File: src/hw/rtl/bmmpq_pkg.sv
`timescale 1ns / 1ps
// ----------------------------------------------------------------------------
// bmmpq_pkg
// Field widths, operation and status codes and shared types of the queue.
// ----------------------------------------------------------------------------
package bmmpq_pkg;

  localparam int MODE_W = 3;
  localparam int STAT_W = 3;
  localparam int DATA_W = 32;
  localparam int CAP_W  = 8;

  // operation codes
  localparam logic [MODE_W-1:0] MODE_INS_VAL  = 3'd0;
  localparam logic [MODE_W-1:0] MODE_INS_PRI  = 3'd1;
  localparam logic [MODE_W-1:0] MODE_INFO     = 3'd2;
  localparam logic [MODE_W-1:0] MODE_TAKE_MIN = 3'd3;
  localparam logic [MODE_W-1:0] MODE_TAKE_MAX = 3'd4;

  // status codes
  localparam logic [STAT_W-1:0] ST_OK     = 3'd0;
  localparam logic [STAT_W-1:0] ST_NOINIT = 3'd1;
  localparam logic [STAT_W-1:0] ST_FULL   = 3'd2;
  localparam logic [STAT_W-1:0] ST_ORDER  = 3'd3;
  localparam logic [STAT_W-1:0] ST_EMPTY  = 3'd4;

  // one stored pair
  typedef struct packed {
    logic [DATA_W-1:0] prio;
    logic [DATA_W-1:0] value;
  } entry_t;

  // outcome of the shared priority compare
  typedef struct packed {
    logic less;
    logic equal;
  } cmp_res_t;

endpackage

File: src/hw/rtl/bmmpq_cmp.sv
`timescale 1ns / 1ps
// ----------------------------------------------------------------------------
// bmmpq_cmp
// Shared signed priority comparator used by every step of the position search.
// ----------------------------------------------------------------------------
module bmmpq_cmp (
  input  logic [bmmpq_pkg::DATA_W-1:0] stored,
  input  logic [bmmpq_pkg::DATA_W-1:0] probe,
  output bmmpq_pkg::cmp_res_t          res
);
  import bmmpq_pkg::*;

  // two's complement compare of stored against probe
  always_comb begin
    res.less  = $signed(stored) < $signed(probe);
    res.equal = (stored == probe);
  end

endmodule

File: config.mk
export PLATFORM = sky130hd
export DESIGN_NAME = bmmpq_cmp
export DESIGN_NICKNAME = d
export VERILOG_FILES = /design/src/hw/rtl/bmmpq_pkg.sv /design/src/hw/rtl/bmmpq_cmp.sv
export SDC_FILE = /design/constraint.sdc
export NUM_CORES = 1
export LEC_CHECK = 0
export ABC_AREA = 1
export BUFFER_PORTS_ARGS = -buffer_cell sky130_fd_sc_hd__buf_2
export CAP_MARGIN = 15
export CORE_MARGIN = 3
export CORE_UTILIZATION = 39
export DETAILED_ROUTE_END_ITERATION = 8
export PLACE_DENSITY = 0.78
export SYNTH_ARGS = -nofsm -noshare
export SYNTH_HDL_FRONTEND = slang
export SYNTH_SLANG_ARGS = --single-unit
File: constraint.sdc
create_clock -name vclk -period 1.7
set_input_delay 0.34 -clock vclk [all_inputs]
set_output_delay 0.34 -clock vclk [all_outputs]
set_load 0.01 [all_outputs]
Word-level counts from Yosys, hierarchy flattened --
Index checks and enable logic that the tools add are counted.
Operators by class: $lt $le $gt $ge 1, equality and inequality tests 1
Operators by type and width (count):
- $eq 32x32->1 | 1
- $lt 32x32->1 | 1
Word-level totals: word-level logic and storage cells 2, bits in registers 0, output and inout bits 2, input bits 64

Longest topological paths before layout --
Gate-level depths: netlist of the first run.
word-level depth 1, gate-level depth with buffers 15, depth with buffers taken out 15

Worst setup path after synthesis of the first run --
No wires, ideal clock.
path kind input-to-output, start point input port probe[31] (netlist name), end point output port res[1] (netlist name), arrival time 1289 ps, buffers on the path 0, cell stages on the path 8, required time 1360 ps, path slack 71 ps, cells stage by stage inv_1 > ha_1 > a21oi_1 > o21a_2 > nand2_1 > a21oi_2 > nand3_1 > nand2_1
RTL lines:
- start, declared | RTL line bmmpq_cmp.sv:8 | input logic [bmmpq_pkg::DATA_W-1:0] probe,
- end, declared | RTL line bmmpq_cmp.sv:9 | output bmmpq_pkg::cmp_res_t res

==> flow_results.org, run 1 <==
** Run status
- The flow ran to the end, but the final reports show violations.
- The checks that failed: setup timing.

** Synthesis
- Area share of the largest cell type after synthesis :: 0.452
- The synthesized design spends more area on one cell type than any other, namely sky130_fd_sc_hd__ha_1.
- Total number of yosys warnings :: 0
- After synthesis, the cell types taking the most area are sky130_fd_sc_hd__ha_1 45%, sky130_fd_sc_hd__inv_1 17%, sky130_fd_sc_hd__nand2_1 14%.
- Most frequent cell after synthesis :: sky130_fd_sc_hd__inv_1
- A synthesized cell averages 6.15 µm².
- Syn_nets :: 240
- Share of synthesized area occupied by flip-flops and latches :: 0
- The mapped netlist covers 886 µm².
- Synth cell types :: 16
- Commonest cells post-synth :: 40 x sky130_fd_sc_hd__inv_1, 34 x sky130_fd_sc_hd__nand2_1, 32 x sky130_fd_sc_hd__ha_1
- Instance count of the mapped netlist :: 144

** Cells and area
- Register area :: 0 µm²
- Fraction of layout instances using a drive strength above 1 :: 0.601
- Post-route cell area :: 1660 µm²
- Final cell count without fillers :: 240
- At the end of the flow the core is filled with cells to 0.805.
- Layout area overhead :: 87.3%
- Post-layout net count :: 311
- The repair_antennas step left the layout with diodes totalling 0.
- Sequential cells :: 0
- The layout has 0 clock buffers.

** Critical path
- Worst setup EP type :: output pin
- At the worst endpoint, the required time is 1.36 ns.
- For this design, the slowest cell found on the critical path is sky130_fd_sc_hd__ha_4.
- Worst-path maximum fanout :: 2
- Data arrives at the worst endpoint at 1.52 ns.
- WS Path Type :: input port to output pin
- In this design, the stage delay of the slowest critical-path cell is 0.27 ns.
- Startpoint type of the worst setup path :: input port
- Most used cell along the critical path :: sky130_fd_sc_hd__nand2_1
- Walking the worst path, the cells encountered are buf_2, inv_1, ha_4, nand2_1, nor3_2, nand2_1, nand2_1, nand2_1, nand2_1, nand2_1, nand2_1, buf_2.

** GRT
- The number of antenna violations at the first check in global routing came to 0.
- Total routing resource utilization after global routing :: 0.192
- Entering global routing, the biggest net connects 4 pins.
- Total congestion overflow after global routing :: 0
- The via count of the first global-routing pass came to 1174.
- The first global-routing pass estimated 4290 µm of wire.

** Die
- # rows :: 16
- Pin placement for this block handled 66 I/O pins.
- The floorplan step defined a core boundary enclosing 2060 µm².
- The die is 53.7 µm tall.
- Horiz. Die Dim :: 53.7 µm
- The floorplan step defined a die boundary enclosing 2880 µm².
- Starting Density :: 0.430

** STA
- Slew at the pin closest to its max-slew limit :: 0.196 ns
- Final critical-path setup slack :: -0.155 ns
- The count of endpoints failing hold in the final timing report was 0.
- Setup repair after global routing could not meet its margin everywhere.
- Setup-violating endpoint count in the final report :: 2
- Period utilization :: 1.09
- Min Clock Period, post-route :: 1.86 ns
- Normalized max-slew margin :: 0.868
- For this run, the top clock speed supported by timing is 0.539 GHz.
- The total count of max-transition violations in the final report came to 0.

** Place
- Detailed-placement wirelength estimate :: 1950 µm
- At the end of routability-driven placement, the weighted congestion stood at 0.690.
- Summing all placed instances gives a cell area of 1270 µm².
- Post-place setup slack :: -0.179 ns
- Placed Instances :: 240
- Number of input and output port buffers inserted :: 66

** Route
- Via-per-instance ratio :: 4.74
- Drt initial violations :: 7
- Post-detailed-route wirelength per cell :: 12.6 µm
- In this run the remaining antenna-violating nets after routing total 0.
- After detailed routing, the total wire length is 3020 µm.
- The first detailed-routing pass ran for 4 iterations.
- For this run, design rule violations remaining after detail routing come to 0.
- The routed layout has 1138 vias.

** Hold path
- Type of the worst min-delay path :: input port to output pin

** Power
- Worst voltage drop across the vdd grid :: 0.149 mV
- Total Power :: 0.412 mW
- P_leak :: 0.908 nW
- Power spread over the standard cell area amounts to 248 nW/µm².

** Clock tree
- Number of buffers inserted to repair setup after CTS :: 0

** Job
- Across the run, the number of max-cap violations was 0.
## report_power, final
group	switching, mW	leakage (nW)	internal (mW)
combinational	0.192	0.908	0.220
clock	0	0	0
sequential	0	0	0
total	0.192	0.908	0.220
## area by class of cell
type / instances / area [µm²]
fill: 146 / 403
inverter: 40 / 153
multi-input combinational: 104 / 1050
tap: 27 / 33.8
timing repair buffer: 69 / 422
## per-layer routing
metal | track usage | vias up | part of all wire | wire length [µm]
li1 | - | 592 | - | -
met2 | 0.427 | 38 | 0.58 | 1750
met4 | 0.0383 | 0 | 0.011 | 34
met3 | 0.00831 | 4 | 0.042 | 128
met1 | 0.185 | 504 | 0.37 | 1110
met5 | 0 | - | 0 | 0
## worst paths after layout
kind | depth (start not counted) | slack [ns] | from | endpoint
max | 12 | -0.16 | probe[13] | res[1]
min | 5 | 1.21 | stored[1] | res[0]
## cell usage in the layout (no fill, tap or decap), drive strengths merged
cell	n
a21o	1
o21a	1
nor2	10
a21oi	13
inv	40
buf	69
ha	32
nor3	3
nand2	36
nand4	3
nand3	3
o21ai	2
## timing repair
action / in CTS / in global routing
resized for setup: 42 / 26
setup endpoints to repair: 2 / 2
pin swaps: 22 / 18
hold buffers: 0 / 0
## critical path, delay by kind of cell
kind / cells / cell delay, ns
adders and majority gates: 1 / 0.27
buffers and inverters: 3 / 0.28
and+or+nand+nor: 8 / 0.63
## through the flow
stage,hold slack [ns],setup TNS (ns)
floorplan,1.02,0
global placement,1.23,-0.259
detailed placement,1.23,-0.277
CTS,1.23,-0.226
global route,1.25,-0.466
finish,1.21,-0.256
## kinds of logic after synthesis
group / count (synthesis) / share of synthesized area
buf+inv: 40 / 0.169
compound gates: 17 / 0.107
fa+ha+maj: 32 / 0.452
simple gates: 55 / 0.271
No activity file was read; power rests on OpenSTA's default activity.
==> run 2, diff against run 1 <==
- clock period: 1.7 -> 2.1 ns (I/O delays scaled with it)
==> flow_results.org, run 2 (synthesized netlist as in run 1, its figures left out) <==
** Critical path
- Worst path required time :: 1.68 ns
- Slowest cell on the critical path :: sky130_fd_sc_hd__ha_4
- Counting both buffers and inverters, the worst setup path holds a total of 3.
- Tracing the worst setup path back leads to its startpoint at stored[10].
- Worst-path maximum fanout :: 2
- Largest delay contributor family on the critical path :: simple AND/OR/NAND/NOR gates
- Data arrives at the worst endpoint at 1.63 ns.
- Startpoint type of the worst setup path :: input port
- STA classifies the critical path endpoint as an output pin.
- CP Depth :: 8
- WS Path Type :: input port to output pin
- Capture point of the worst path :: res[0]
- Walking the worst path, the cells encountered are buf_2, ha_4, nand4_1, nor3_2, buf_4, nand4_1, nor3_1, buf_2.
- Slowest Stage Delay on Critical Path :: 0.26 ns

** Route
- For this run, design rule violations remaining after detail routing come to 0.
- For this block, the via count after detailed routing is 1101.
- Via-per-instance ratio :: 4.61
- Antenna Nets Post-Route :: 0
- The final layout contains routed wiring with a total length of 2500 µm.
- Post-detailed-route wirelength per cell :: 10.4 µm
- Drt initial violations :: 7
- Detailed-routing iteration count for the pre-antenna-repair pass :: 4

** STA
- Fmax :: 0.488 GHz
- Period utilization :: 0.976
- Headroom to the max-slew limit came out at 0.870.
- Setup violations remaining at the end of the flow were counted as 0.
- The clock period could shrink to 2.05 ns.
- Total count of max-transition violations in the final report :: 0
- The count of endpoints failing hold in the final timing report is 0.
- Slew at the pin closest to its max-slew limit :: 0.193 ns
- Tightest hold margin :: 1.34 ns
- Unrepaired setup endpoints after global routing :: yes

** Cells and area
- For this run, the post-layout net count is 310.
- Once layout is complete, the cells apart from fillers number 239.
- Number of clock buffers in the layout :: 0
- Sequential cells :: 0
- The library cell used most frequently in the layout, excluding fill and tap cells, is sky130_fd_sc_hd__buf_2.
- Diode count :: 0
- Most frequent cells in the layout :: 63 x sky130_fd_sc_hd__buf_2, 27 x sky130_fd_sc_hd__inv_1, 25 x sky130_fd_sc_hd__nand2_1, 17 x sky130_fd_sc_hd__ha_4, 15 x sky130_fd_sc_hd__ha_1
- Multi-input gate area in the final layout :: 1010 µm²
- After filler insertion, the fill cell instance count of the layout stands at 162.
- Of the cells placed in the final design, the portion with a size suffix greater than 1 is 0.566.
- Compared with the post-synthesis result, the final layout area differs by 75.4%.
- The sequential cells in the finished layout cover a total of 0 µm².

** Place
- Summed over all nets, the half-perimeter wirelength after detailed placement is 1860 µm.
- Counting tap cells, the placed design contains a total of 237 instances.
- Routability-driven placement finished with a final weighted congestion of 0.698.
- Number of input and output port buffers inserted :: 66

** Die
- Vertical extent of the die :: 53.7 µm
- # rows :: 16
- Standard cell core area :: 2060 µm²
- Pin placement for this block handled 66 I/O pins.
- Die area :: 2880 µm²
- For this configuration, the core starts out at a cell density of 0.430.
- From left edge to right edge, the die measures 53.7 µm.

** GRT
- Total congestion overflow after global routing :: 0
- Number of antenna violations at the first check in global routing :: 0
- The via count of the first global-routing pass was 834.
- The first global-routing pass estimated 3020 µm of wire.
- Entering global routing, the biggest net connects 5 pins.
- For this run, the total global-route usage over all layers was measured as 0.130.

** Hold path
- The path class of the tightest hold or removal check is input port to output pin.
- Number of cells traversed by the worst hold path :: 6

** Run status
- The run finished with clean final reports.

** Power
- Across the VDD grid, the largest voltage drop is 0.113 mV.
- Power density normalized to cell area :: 186 nW/µm²
- Summed over all cells, the static leakage comes to 0.884 nW.

** Job
- Max-cap violations :: 0

** Clock tree
- Count of hold-fix buffers inserted at cts :: 0
-- run 2: repair_timing --
item / CTS / global route
endpoints found under the hold margin: 0 / 0
setup buffers: 0 / 2
resized for setup: 0 / 51
setup endpoints to repair: 0 / 2
-- run 2: worst min-delay path: cells and delay by family --
family	cells	cell delay (ns)
fa+ha+maj	1	0.15
buf+inv	3	0.28
simple gates	2	0.08
-- run 2: worst min-delay path by stage --
stage / start / end
3_5_place_dp: stored[31] / res[1]
4_1_cts: stored[31] / res[1]
5_1_grt: stored[31] / res[1]
3_3_place_gp: stored[31] / res[1]
6_report: stored[31] / res[1]
2_1_floorplan: probe[0] / res[0]
-- run 2: power by group --
part / switching (mW) / leakage (nW) / total, mW / internal (mW)
logic: 0.140 / 0.884 / 0.290 / 0.150
registers: 0 / 0 / 0 / 0
clock network: 0 / 0 / 0 / 0
-- run 2: area by class of cell --
class	count	area share
inverter	40	0.0966
tap	27	0.0217
timing repair buffer	68	0.234
multi-input combinational	104	0.647
-- run 2: stage by stage --
| step | power (mW) | TNS, ns | worst slack, ns | instance area, µm² | util |
|---|---|---|---|---|---|
| finish | 0.290 | 0 | 0.0512 | 1550 | 0.754 |
| global placement | 0.207 | 0 | 0.0657 | 1250 | 0.606 |
| detailed placement | 0.211 | 0 | 0.0530 | 1250 | 0.606 |
| global route | 0.333 | -0.110 | -0.0693 | 1550 | 0.754 |
| CTS | 0.212 | 0 | 0.0566 | 1250 | 0.606 |
| floorplan | 0.127 | 0 | 0.311 | 886 | - |
-- run 2: routing by layer --
metal	GRT usage	wire length (µm)
met5	0	0
met4	0	0
met3	0.0139	158
met2	0.244	1360
met1	0.165	978
